`src/hdl/ddo_pkg.sv`:
```
`default_nettype none
package ddo_pkg;

  typedef struct packed {
    logic        load;       // capture input item, start work
    logic        is_pose;
    logic        step_mul;   // speed sums and mid heading
    logic        step_phase; // phase multiply
    logic        step_trig;  // table lookups
    logic        step_prod;  // forward times table entries
    logic        step_upd;   // pose and ring update
    logic        emit;
  } ddo_cmd_t;

  typedef struct packed {
    logic primed;
  } ddo_sts_t;

  localparam logic [1:0] REG_INV_L = 2'd0;
  localparam logic [1:0] REG_INV_R = 2'd1;
  localparam logic [1:0] REG_TPC   = 2'd2;

  localparam logic [31:0] TPC_RESET = 32'd65536;

  // q30 quarter-wave polynomial, as the table generator evaluates it
  function automatic logic signed [15:0] sine_entry(input int unsigned idx,
                                                     input int unsigned tbits);
    int unsigned qbits;
    int unsigned qsize;
    int unsigned q;
    int unsigned r;
    int unsigned rr;
    longint u;
    longint u2;
    longint t;
    longint s;
    longint e;
    qbits = tbits - 2;
    qsize = 1 << qbits;
    q = (idx >> qbits) & 3;
    r = idx & (qsize - 1);
    rr = ((q & 1) != 0) ? (qsize - r) : r;
    u = longint'(rr) << (32 - tbits);
    u2 = (u * u) >>> 30;
    t = 172273;
    t = 5026995 - ((u2 * t) >>> 30);
    t = 85569306 - ((u2 * t) >>> 30);
    t = 693598668 - ((u2 * t) >>> 30);
    t = 1686629713 - ((u2 * t) >>> 30);
    s = (u * t) >>> 30;
    e = (s * 32767 + (longint'(1) <<< 29)) >>> 30;
    if (e > 32767) e = 32767;
    if (e < 0) e = 0;
    if ((q & 2) != 0) e = -e;
    return e[15:0];
  endfunction

endpackage
`default_nettype wire

```
`src/hdl/ddo_ctrl.sv`:
```
`default_nettype none
module ddo_ctrl (
  input  wire logic        clk,
  input  wire logic        rst,
  input  wire logic        in_valid,
  input  wire logic        in_command,
  output      logic        in_ready,
  output      logic        out_valid,
  input  wire logic        out_ready,
  input  wire ddo_pkg::ddo_sts_t sts,
  output      ddo_pkg::ddo_cmd_t cmd
);
  localparam logic [2:0] S_IDLE  = 3'd0;
  localparam logic [2:0] S_MUL   = 3'd1;
  localparam logic [2:0] S_TRIG  = 3'd2;
  localparam logic [2:0] S_PROD  = 3'd3;
  localparam logic [2:0] S_UPD   = 3'd4;
  localparam logic [2:0] S_OUT   = 3'd5;
  localparam logic [2:0] S_PHASE = 3'd6;

  logic [2:0] state;
  logic [2:0] state_next;
  logic       run_pose;
  logic       run_prime;

  always_ff @(posedge clk) begin
    if (rst) begin
      state <= S_IDLE;
      run_pose <= 1'b0;
      run_prime <= 1'b0;
    end else begin
      state <= state_next;
      if (cmd.load) begin
        run_pose <= in_command;
        run_prime <= !sts.primed;
      end
    end
  end

  assign in_ready = (state == S_IDLE);
  assign out_valid = (state == S_OUT);

  always_comb begin
    state_next = state;
    cmd = '0;
    case (state)
      S_IDLE: begin
        if (in_valid) begin
          cmd.load = 1'b1;
          cmd.is_pose = in_command;
          state_next = S_MUL;
        end
      end
      S_MUL: begin
        if (run_pose || run_prime) state_next = S_OUT;
        else begin
          cmd.step_mul = 1'b1;
          state_next = S_PHASE;
        end
      end
      S_PHASE: begin
        cmd.step_phase = 1'b1;
        state_next = S_TRIG;
      end
      S_TRIG: begin
        cmd.step_trig = 1'b1;
        state_next = S_PROD;
      end
      S_PROD: begin
        cmd.step_prod = 1'b1;
        state_next = S_UPD;
      end
      S_UPD: begin
        cmd.step_upd = 1'b1;
        state_next = S_OUT;
      end
      S_OUT: begin
        if (out_ready) begin
          cmd.emit = 1'b1;
          state_next = S_IDLE;
        end
      end
      default: state_next = S_IDLE;
    endcase
  end
endmodule
`default_nettype wire

```
`config.mk`:
```
export PLATFORM = sky130hd
export DESIGN_NAME = ddo_ctrl
export DESIGN_NICKNAME = d
export VERILOG_FILES = /design/src/hdl/ddo_pkg.sv /design/src/hdl/ddo_ctrl.sv
export SDC_FILE = /design/constraint.sdc
export NUM_CORES = 1
export LEC_CHECK = 0
export ABC_CLOCK_PERIOD_IN_PS = 1500
export BUFFER_PORTS_ARGS = -buffer_cell sky130_fd_sc_hd__buf_4
export CORE_AREA = 4 4 41 43
export CTS_BUF_LIST = sky130_fd_sc_hd__clkbuf_16
export CTS_CLUSTER_DIAMETER = 80
export DETAILED_ROUTE_END_ITERATION = 16
export DIE_AREA = 0 0 45 47
export HOLD_SLACK_MARGIN = 0.06
export SYNTH_ARGS = -nofsm -noshare
export SYNTH_HDL_FRONTEND = slang
export SYNTH_SLANG_ARGS = --single-unit
```
`constraint.sdc`:
```
create_clock -name clk -period 1.5 [get_ports clk]
set_input_delay 0.15 -clock clk [delete_from_list [all_inputs] [get_ports clk]]
set_output_delay 0.15 -clock clk [all_outputs]
set_load 0.01 [all_outputs]
```
==> Yosys cells after proc, flatten, opt, wreduce, memory -nomap -nowiden <==
Cells that the tools add are included.
{ "op_classes": {"eq_ne": 8, "mux": 14, "n_reduce_logical": 4} }
{ "op_table": {"columns": ["cell", "n"], "rows": [
  ["$pmux 3 s7", 1],
  ["$eq 3x3->1 const B", 3],
  ["$mux 1", 8],
  ["$eq 3x2->1 const B", 2],
  ["$mux 2", 3],
  ["$mux 3", 2],
  ["$eq 3x1->1 const B", 1],
  ["$logic_not 3->1", 1],
  ["$ne 2x1->1 const B", 1],
  ["$ne 2x2->1 const B", 1],
  ["$reduce_and 2->1", 1],
  ["$logic_not 1->1", 1],
  ["$logic_or 1x1->1", 1]
]} }
{ "word_totals": {"ff_bits": 5, "input_bits": 6, "output_inout_bits": 10, "wordCells": 29} }

==> Logic depth before layout (Yosys ltp) <==
Gate-level depths: netlist (run 1).
{ "depth": {"depth_word": 3, "depth_mapped": 4, "ltp_nobuf": 3} }

==> Worst setup path after synthesis (run 1) <==
OpenSTA, ideal clock, no wires.
{ "synth_path": {"kind": "register -> output", "from": "register state[0]", "to": "output cmd[6] (netlist name)", "arrival_ns": 1.060, "required_time_ns": 1.350, "setup_slack_ns": 0.290, "path_stages_with_launch": 4, "path_buffers": 1, "path_cell_list": "dfxtp_1 > buf_6 > nor4b_4 > and2_2"} }
{ "synth_lines": {"columns": ["item", "line_no", "rtl"], "rows": [
  ["from (decl)", "ddo_ctrl.sv:21", "logic [2:0] state;"],
  ["from (signal assigned)", "ddo_ctrl.sv:32", "state <= state_next;"],
  ["to (decl)", "ddo_ctrl.sv:11", "output ddo_pkg::ddo_cmd_t cmd"]
]} }

==> results of run 1 <==
==> through the flow <==
step | instances | hold slack (ns) | area (um^2) | setup slack [ns] | total power, mW
after global placement | 59 | 0.344 | 420 | 0.243 | 0.445
after detailed placement | 59 | 0.339 | 420 | 0.245 | 0.443
final | 63 | 0.107 | 502 | 0.0745 | 0.869
after CTS | 63 | 0.104 | 499 | 0.00300 | 0.883
after global routing | 63 | 0.118 | 502 | 0.00173 | 0.926
after floorplan | 32 | 0.222 | 310 | 0.290 | 0.364
==> metal layers <==
layer  up-vias  GRT usage
met4         0      0.105
met2         4      0.136
met5         -          0
met3         2     0.0115
met1       124     0.0845
li1        146          -
==> area by class of cell <==
| class | count | area (um^2) | area share |
|---|---|---|---|
| Sequential cell | 5 | 103 | 0.204 |
| Timing Repair Buffer | 15 | 113 | 0.224 |
| Clock inverter | 1 | 3.75 | 0.00748 |
| Multi-Input combinational cell | 23 | 185 | 0.369 |
| Tap cell | 15 | 18.8 | 0.0374 |
| Inverter | 1 | 3.75 | 0.00748 |
| Clock buffer | 3 | 75.1 | 0.150 |
==> report_power, final <==
group	internal, mW	total, mW	switching [mW]	leakage [nW]
Clock	0.345	0.429	0.0842	0.0423
Combinational	0.136	0.225	0.0900	0.161
Sequential	0.163	0.214	0.0513	0.0420
Total	0.643	0.869	0.225	0.245
==> repair_timing <==
item / in CTS / in global routing
endpoints found under the setup margin: 0 / 2
resized for setup: 0 / 2
buffers inserted: 0 / 0
==> cell usage after synthesis <==
cell | n | area share
nor4b_4 | 1 | 0.077
and3b_2 | 3 | 0.097
a211oi_1 | 2 | 0.048
and2b_2 | 1 | 0.028
mux2i_1 | 1 | 0.032
o21ba_2 | 1 | 0.032
buf_6 | 1 | 0.036
a221o_1 | 1 | 0.032
buf_2 | 2 | 0.032
and2_2 | 1 | 0.024
inv_1 | 1 | 0.012
a21oi_1 | 1 | 0.016
a21o_2 | 1 | 0.028
dfxtp_1 | 5 | 0.32
a211o_1 | 1 | 0.028
nor3_1 | 2 | 0.032
and2_1 | 3 | 0.060
nor3b_1 | 1 | 0.024
nor2_1 | 3 | 0.036
==> worst reg2reg max path, stage by stage (launching register included) <==
cell,delay [ns]
dfxtp_1,0.50
nor3_1,0.13
a221o_1,0.35
a21oi_1,0.11
==> cell families (layout without fill, tap and decap cells) <==
family                 after synthesis  in the layout  share of synthesized area
flip-flops                           5              5                      0.323
buffers and inverters                4             20                     0.0806
AND/OR/NAND/NOR                     15             15                      0.379
AO/OA/AOI/OAI                        7              7                      0.185
multiplexers                         1              1                     0.0323
==> worst max-delay path by stage <==
stage,slack [ns],cells past startpoint,end,from
global placement,0.24,3,cmd[6],state[0]$_SDFFE_PP0P_
finish,0.07,3,cmd[6],state[1]$_SDFFE_PP0P_
global route,0.002,3,cmd[6],state[1]$_SDFFE_PP0P_
detailed placement,0.25,3,cmd[6],state[0]$_SDFFE_PP0P_
floorplan,0.29,3,cmd[6],state[0]$_SDFFE_PP0P_
CTS,0.003,3,cmd[6],state[0]$_SDFFE_PP0P_
==> flip-flops by register name, summed over array words and instances (netlist names) <==
signal     cells
state          3
run_pose       1
run_prime      1
==> flow_summary.json, run 1 <==
{
  "highest_layer": "met4",
  "ys_seq_area_frac": 0.323,
  "place.gp.congestion": 0.790,
  "final_util": 0.386,
  "dp_hpwl_um": 532,
  "drive_gt1_frac": 0.583,
  "port-buffer-count": 15,
  "start_kind": "flop",
  "yosys_register_bits": 5,
  "clkTransAtPathRegs_ns": 0.03,
  "tightest_slew_ns": 0.323,
  "clk_latency_ns": 0.23,
  "pin_count": 16,
  "hold_viol_final": 0,
  "setup_viol": 0,
  "cts_tree": "done",
  "crit_path_max_fanout": 11,
  "cpPeakStageDelay_ns": 0.38,
  "min-delay-start": "sts",
  "vias": 276,
  "r2r-end": "state[0]$_SDFFE_PP0P_",
  "fp-row-count": 13,
  "fmax_ghz": 0.702,
  "maxSlewViolCount": 0,
  "rr_startpoint": "state[0]$_SDFFE_PP0P_",
  "finalSetupTns_ns": 0,
  "cts_root_buffer": "clkbuf_16",
  "grt.overflow.total": 0,
  "grt_pass1_vias": 272,
  "finalCriticalPeriod_ns": 1.43,
  "grt_use_total": 0.0839,
  "via_per_inst": 4.38,
  "yosysUniqueCellTypes": 19,
  "drt-initial-drc-count": 2,
  "nets": 55,
  "max_cap_viol_count": 0,
  "syn_inst": 32,
  "wl_met1_um": 274,
  "die_y_um": 47,
  "worstHoldEndpoint": "run_prime$_SDFFE_PP0P_",
  "path_cells": "nor4b_4, and2_2, buf_4",
  "cts.sinks": 5,
  "core_area_mm2": 0.00130,
  "critPathCaptureType": "output pin",
  "dr_wl_met2_um": 382,
  "ctsLongestPathBuffers": 2,
  "slowest_stage": "nor4b_4",
  "avgSynthCellArea_um2": 9.70,
  "fp.dieW_um": 45,
  "hold_class": "input port to flop",
  "worst-setup-path-type": "flop to output pin",
  "htreeDepth": 1,
  "p_leak_nw": 0.245,
  "power_density_mw_per_mm2": 1730,
  "fin_worst_skew_ns": 0.000150,
  "syn2layout_area_growth_pct": 61.7,
  "rrSetupSlack_ns": 0.35,
  "yosys_warnings": 0,
  "antenna_cells": 0,
  "reg2reg_depth": 3,
  "synth_area_um2": 310,
  "ant_nets": 0,
  "cp.arrival_ns": 1.28,
  "drc": 0,
  "routed_wl_um": 693,
  "numCtsBuffers": 3,
  "worst_ir_drop_vdd_mv": 1.24,
  "rsz0062_at_grt": "no",
  "wl_per_cell_um": 11.0,
  "crit_required_ns": 1.35,
  "final_common_cell": "buf_4",
  "status": "completed",
  "cp_num_buf_inv": 1,
  "grt_start_max_net_pins": 12,
  "grt_pass1_wl_mm": 1.19,
  "wl_met3_um": 5,
  "min_path_cells": 2,
  "crit_family": "simple AND/OR/NAND/NOR gates",
  "maxSlewHeadroom": 0.785,
  "n_fill_cell": 126,
  "initial_core_util": 0.238,
  "antenna_found_initial": 0,
  "syn-num-nets": 38,
  "period_share": 0.950,
  "first_pass_iters": 2,
  "postCtsHoldBufs": 0,
  "die-area_mm2": 0.00212
}
Note: power is estimated with default switching activity, not from simulation.
==> inputs of run 2 (changes only) <==
--- a/config.mk
+++ b/config.mk
@@ -12,7 +12,8 @@
 export CTS_CLUSTER_DIAMETER = 80
 export DETAILED_ROUTE_END_ITERATION = 16
 export DIE_AREA = 0 0 45 47
-export HOLD_SLACK_MARGIN = 0.06
+export HOLD_SLACK_MARGIN = 0.15
+export PLACE_DENSITY = 0.47
 export SYNTH_ARGS = -nofsm -noshare
 export SYNTH_HDL_FRONTEND = slang
 export SYNTH_SLANG_ARGS = --single-unit
==> flow_summary.json, run 2 (synthesis gave the netlist of run 1 again) <==
{
  "initial_core_util": 0.238,
  "pin_count": 16,
  "die_y_um": 47,
  "whs_ns": 0.170,
  "largestRegisters": "state (3), run_pose (1), run_prime (1)",
  "p_seq_frac": 0.243,
  "antenna_cells": 0,
  "crit_family": "flip-flops",
  "cts_tree": "done",
  "met2_usage": 0.119,
  "met3_usage": 0.0690,
  "setup_viol": 0,
  "core_area_mm2": 0.00130,
  "grt.overflow.total": 0,
  "place_area_um2": 420,
  "grt_pass1_wl_mm": 1.24,
  "reg2reg_depth": 5,
  "die-area_mm2": 0.00212,
  "via_per_inst": 4.34,
  "maxSlewViolCount": 0,
  "htreeDepth": 1,
  "largest_reg_flops": 3,
  "cts_root_buffer": "clkbuf_16",
  "slowest_stage": "dfxtp_1",
  "crit_cells": 3,
  "p_sw_uw": 239,
  "worst-setup-path-type": "flop to output pin",
  "rsz0062_at_grt": "no",
  "status": "completed",
  "power_switching_share": 0.266,
  "drive_gt1_frac": 0.577,
  "maxSlewHeadroom": 0.760,
  "placedCellCount": 59,
  "cpPeakStageDelay_ns": 0.52,
  "port-buffer-count": 15,
  "vias": 291,
  "hold_viol_final": 0,
  "critPathCaptureType": "output pin",
  "syn2layout_area_growth_pct": 73.0,
  "clock_power_share": 0.481,
  "fp.dieW_um": 45,
  "clkTransAtPathRegs_ns": 0.03,
  "crit_start": "state[2]$_SDFFE_PP0P_",
  "clk_latency_ns": 0.23,
  "grt_start_max_net_pins": 12,
  "rr_startpoint": "state[2]$_SDFFE_PP0P_",
  "start_kind": "flop",
  "finalCriticalPeriod_ns": 1.38,
  "met1_usage": 0.100,
  "cp_num_buf_inv": 1,
  "rrSetupSlack_ns": 0.21,
  "place_worst_setup_slack_ns": 0.211,
  "first_pass_iters": 2,
  "max_cap_viol_count": 0,
  "tightest_slew_ns": 0.359,
  "nets": 59,
  "grt-busiest-layer": "met2",
  "power_frac_comb": 0.276,
  "routed_wl_um": 804,
  "ctsLongestPathBuffers": 2,
  "period_share": 0.922,
  "hold_class": "input port to flop",
  "drc": 0,
  "crit_required_ns": 1.35,
  "internal_power_uw": 661,
  "ant_nets": 0,
  "numCtsBuffers": 3,
  "place.gp.congestion": 0.721,
  "wl_per_cell_um": 12.0,
  "fp-row-count": 13,
  "worst_slack_ns": 0.116,
  "stdcell_area_um2": 537,
  "worstSetupEndpoint": "cmd[0]",
  "drt-initial-drc-count": 1,
  "crit_path_max_fanout": 11,
  "antenna_found_initial": 0,
  "path_cells": "and3b_2, and2_1, buf_4",
  "p_leak_nw": 0.264,
  "cts.sinks": 5,
  "worst_ir_drop_vdd_mv": 0.696,
  "finalSetupTns_ns": 0,
  "cp.arrival_ns": 1.23,
  "final-instance-count-excl-fill": 67,
  "top_register": "state",
  "grt_use_total": 0.0964,
  "grt_pass1_vias": 277,
  "r2r-end": "run_pose$_SDFFE_PP0P_",
  "power_density_mw_per_mm2": 1680,
  "final_common_cell": "buf_4",
  "fin_worst_skew_ns": 0.00179,
  "fmax_ghz": 0.723
}
-- run 2: area by class of cell --
| class | count | area (um^2) |
|---|---|---|
| fill | 137 | 764 |
| multi-input combinational | 23 | 185 |
| timing repair buffer | 19 | 148 |
| sequential | 5 | 103 |
| clock buffer | 3 | 75.1 |
| tap | 15 | 18.8 |
| clock inverter | 1 | 3.75 |
| inverter | 1 | 3.75 |
-- run 2: power by group through the flow --
| stage | registers, mW | logic (mW) | clock network, mW |
|---|---|---|---|
| after floorplan | 0.176 | 0.188 | 0 |
| after global placement | 0.216 | 0.230 | 0 |
| after detailed placement | 0.217 | 0.230 | 0 |
| after CTS | 0.215 | 0.252 | 0.443 |
| after global routing | 0.224 | 0.273 | 0.452 |
| final | 0.219 | 0.248 | 0.434 |
-- run 2: metal layers --
layer  vias up  routed length, um
met5         -                  0
met4         0                 34
met3         4                 51
met2         7                383
met1       127                334
li1        153                  -
-- run 2: how the worst min path moves through the flow --
stage                           from                endpoint  cells past startpoint
final                     in_command   run_pose$_SDFFE_PP0P_                      3
after global routing      in_command   run_pose$_SDFFE_PP0P_                      3
after CTS                 in_command   run_pose$_SDFFE_PP0P_                      3
after detailed placement         sts  run_prime$_SDFFE_PP0P_                      2
after global placement           sts  run_prime$_SDFFE_PP0P_                      2
after floorplan                  rst   run_pose$_SDFFE_PP0P_                      1
-- run 2: timing repair --
| action | 4_1_cts | 5_1_grt |
|---|---|---|
| hold buffers | 2 | 0 |
| endpoints found under the hold margin | 3 | 0 |
| cloned | 0 | 0 |
| pin swaps | 1 | 0 |
| setup endpoints to repair | 1 | 2 |
| gates resized for setup | 0 | 2 |
| setup buffers | 2 | 0 |
-- run 2: worst min-delay path, delay by kind of cell --
family | cells | cell delay [ns]
and+or+nand+nor | 1 | 0.07
muxes | 1 | 0.06
buffers and inverters | 1 | 0.08
-- run 2: stage by stage --
| stage | power (mW) | utilization |
|---|---|---|
| 6_report | 0.901 | 0.413 |
| 5_1_grt | 0.949 | 0.413 |
| 4_1_cts | 0.910 | 0.411 |
| 3_5_place_dp | 0.447 | 0.323 |
| 3_3_place_gp | 0.445 | 0.323 |
| 2_1_floorplan | 0.364 | - |
==> inputs of run 3 (changes only) <==
--- a/config.mk
+++ b/config.mk
@@ -13,7 +13,6 @@
 export DETAILED_ROUTE_END_ITERATION = 16
 export DIE_AREA = 0 0 45 47
 export HOLD_SLACK_MARGIN = 0.15
-export PLACE_DENSITY = 0.47
 export SYNTH_ARGS = -nofsm -noshare
 export SYNTH_HDL_FRONTEND = slang
 export SYNTH_SLANG_ARGS = --single-unit
==> flow_summary.json, run 3 (synthesis gave the netlist of run 1 again) <==
{
  "initial_core_util": 0.238,
  "power_switching_share": 0.259,
  "antenna_found_initial": 0,
  "finalSetupTns_ns": 0,
  "grt_start_max_net_pins": 12,
  "largest_reg_flops": 3,
  "grt.overflow.total": 0,
  "fin_worst_skew_ns": 0.000150,
  "power_frac_comb": 0.263,
  "final_util": 0.401,
  "port-buffer-count": 15,
  "maxSlewViolCount": 0,
  "core_area_mm2": 0.00130,
  "crit_required_ns": 1.35,
  "htreeDepth": 1,
  "dp_hpwl_um": 532,
  "hold_viol_final": 0,
  "final_common_cell": "buf_4",
  "drt-initial-drc-count": 2,
  "die_y_um": 47,
  "min_path_cells": 3,
  "worstHoldEndpoint": "run_pose$_SDFFE_PP0P_",
  "die-area_mm2": 0.00212,
  "cp.arrival_ns": 1.28,
  "r2r-end": "state[0]$_SDFFE_PP0P_",
  "p_leak_nw": 0.254,
  "n_fill_cell": 124,
  "vias": 284,
  "final-seq-area_um2": 103,
  "p_seq_frac": 0.245,
  "crit_path_max_fanout": 11,
  "maxSlewHeadroom": 0.785,
  "fp.dieW_um": 45,
  "syn2layout_area_growth_pct": 68.1,
  "largestRegisters": "state (3), run_pose (1), run_prime (1)",
  "grt_use_total": 0.0847,
  "finalCriticalPeriod_ns": 1.43,
  "internal_power_uw": 647,
  "cts_root_buffer": "clkbuf_16",
  "worst_slack_ns": 0.0745,
  "power_uw": 873,
  "critPathCaptureType": "output pin",
  "clk_latency_ns": 0.23,
  "numCtsBuffers": 3,
  "worst_ir_drop_vdd_mv": 1.24,
  "rr_startpoint": "state[0]$_SDFFE_PP0P_",
  "rsz0062_at_grt": "no",
  "fmax_ghz": 0.702,
  "nets": 57,
  "max_cap_viol_count": 0,
  "ant_nets": 0,
  "setup_viol": 0,
  "multi_input_area_um2": 185,
  "status": "completed",
  "ctsLongestPathBuffers": 2,
  "antenna_cells": 0,
  "cts.sinks": 5,
  "pin_count": 16,
  "post_cts_buffers": 0,
  "start_kind": "flop",
  "top_register": "state",
  "min-delay-start": "in_command",
  "routed_wl_um": 695,
  "first_pass_iters": 2,
  "wl_per_cell_um": 10.7,
  "place_worst_setup_slack_ns": 0.245,
  "worst-setup-path-type": "flop to output pin",
  "clock_power_share": 0.492,
  "tightest_slew_ns": 0.323,
  "rrSetupSlack_ns": 0.35,
  "cts_tree": "done",
  "reg2reg_depth": 3,
  "p_sw_uw": 226,
  "drive_gt1_frac": 0.560,
  "via_per_inst": 4.37,
  "grt_pass1_vias": 273,
  "period_share": 0.950,
  "power_density_mw_per_mm2": 1670,
  "hold_class": "input port to flop",
  "clkTransAtPathRegs_ns": 0.03,
  "place.gp.congestion": 0.790,
  "drc": 0,
  "grt_pass1_wl_mm": 1.21,
  "fp-row-count": 13
}
run 3: repair_timing:
action,CTS,global route
resized for setup,0,2
setup endpoints to repair,0,2
hold buffers,2,0
endpoints found under the hold margin,3,0
run 3: per-layer routing:
layer / track usage / vias up / routed length [um]
li1: - / 150 / -
met1: 0.0868 / 128 / 278
met4: 0.105 / 0 / 30
met2: 0.136 / 4 / 380
met3: 0.0115 / 2 / 5
met5: 0 / - / 0
run 3: how the worst max path moves through the flow:
stage	start	to	slack [ns]	depth (start not counted)
6_report	state[1]$_SDFFE_PP0P_	cmd[6]	0.07	3
5_1_grt	state[1]$_SDFFE_PP0P_	cmd[6]	0.002	3
4_1_cts	state[0]$_SDFFE_PP0P_	cmd[6]	0.003	3
3_5_place_dp	state[0]$_SDFFE_PP0P_	cmd[6]	0.25	3
3_3_place_gp	state[0]$_SDFFE_PP0P_	cmd[6]	0.24	3
2_1_floorplan	state[0]$_SDFFE_PP0P_	cmd[6]	0.29	3
run 3: final cells by class:
| cell class | count | area share |
|---|---|---|
| Clock buffer | 3 | 0.144 |
| Clock inverter | 1 | 0.00719 |
| Timing Repair Buffer | 17 | 0.254 |
| Inverter | 1 | 0.00719 |
| Multi-Input combinational cell | 23 | 0.355 |
| Tap cell | 15 | 0.0360 |
| Sequential cell | 5 | 0.197 |
run 3: critical path, cell delays in order, from the launching register on:
cell and delay (ns):
dfxtp_2 0.36, nor4b_4 0.38, and2_2 0.20, buf_4 0.11
run 3: power by group through the flow:
stage          logic, mW  clock network [mW]  registers [mW]
6_report           0.230               0.429           0.214
3_5_place_dp       0.230                   0           0.213
2_1_floorplan      0.188                   0           0.176
3_3_place_gp       0.231                   0           0.214
4_1_cts            0.235               0.440           0.212
5_1_grt            0.253               0.455           0.223
run 3: per-stage QoR:
| step | cell area (um^2) | instances | hold WS [ns] |
|---|---|---|---|
| 6_report | 522 | 65 | 0.181 |
| 5_1_grt | 522 | 65 | 0.229 |
| 4_1_cts | 519 | 65 | 0.180 |
| 3_5_place_dp | 420 | 59 | 0.339 |
| 3_3_place_gp | 420 | 59 | 0.344 |
| 2_1_floorplan | 310 | 32 | 0.222 |
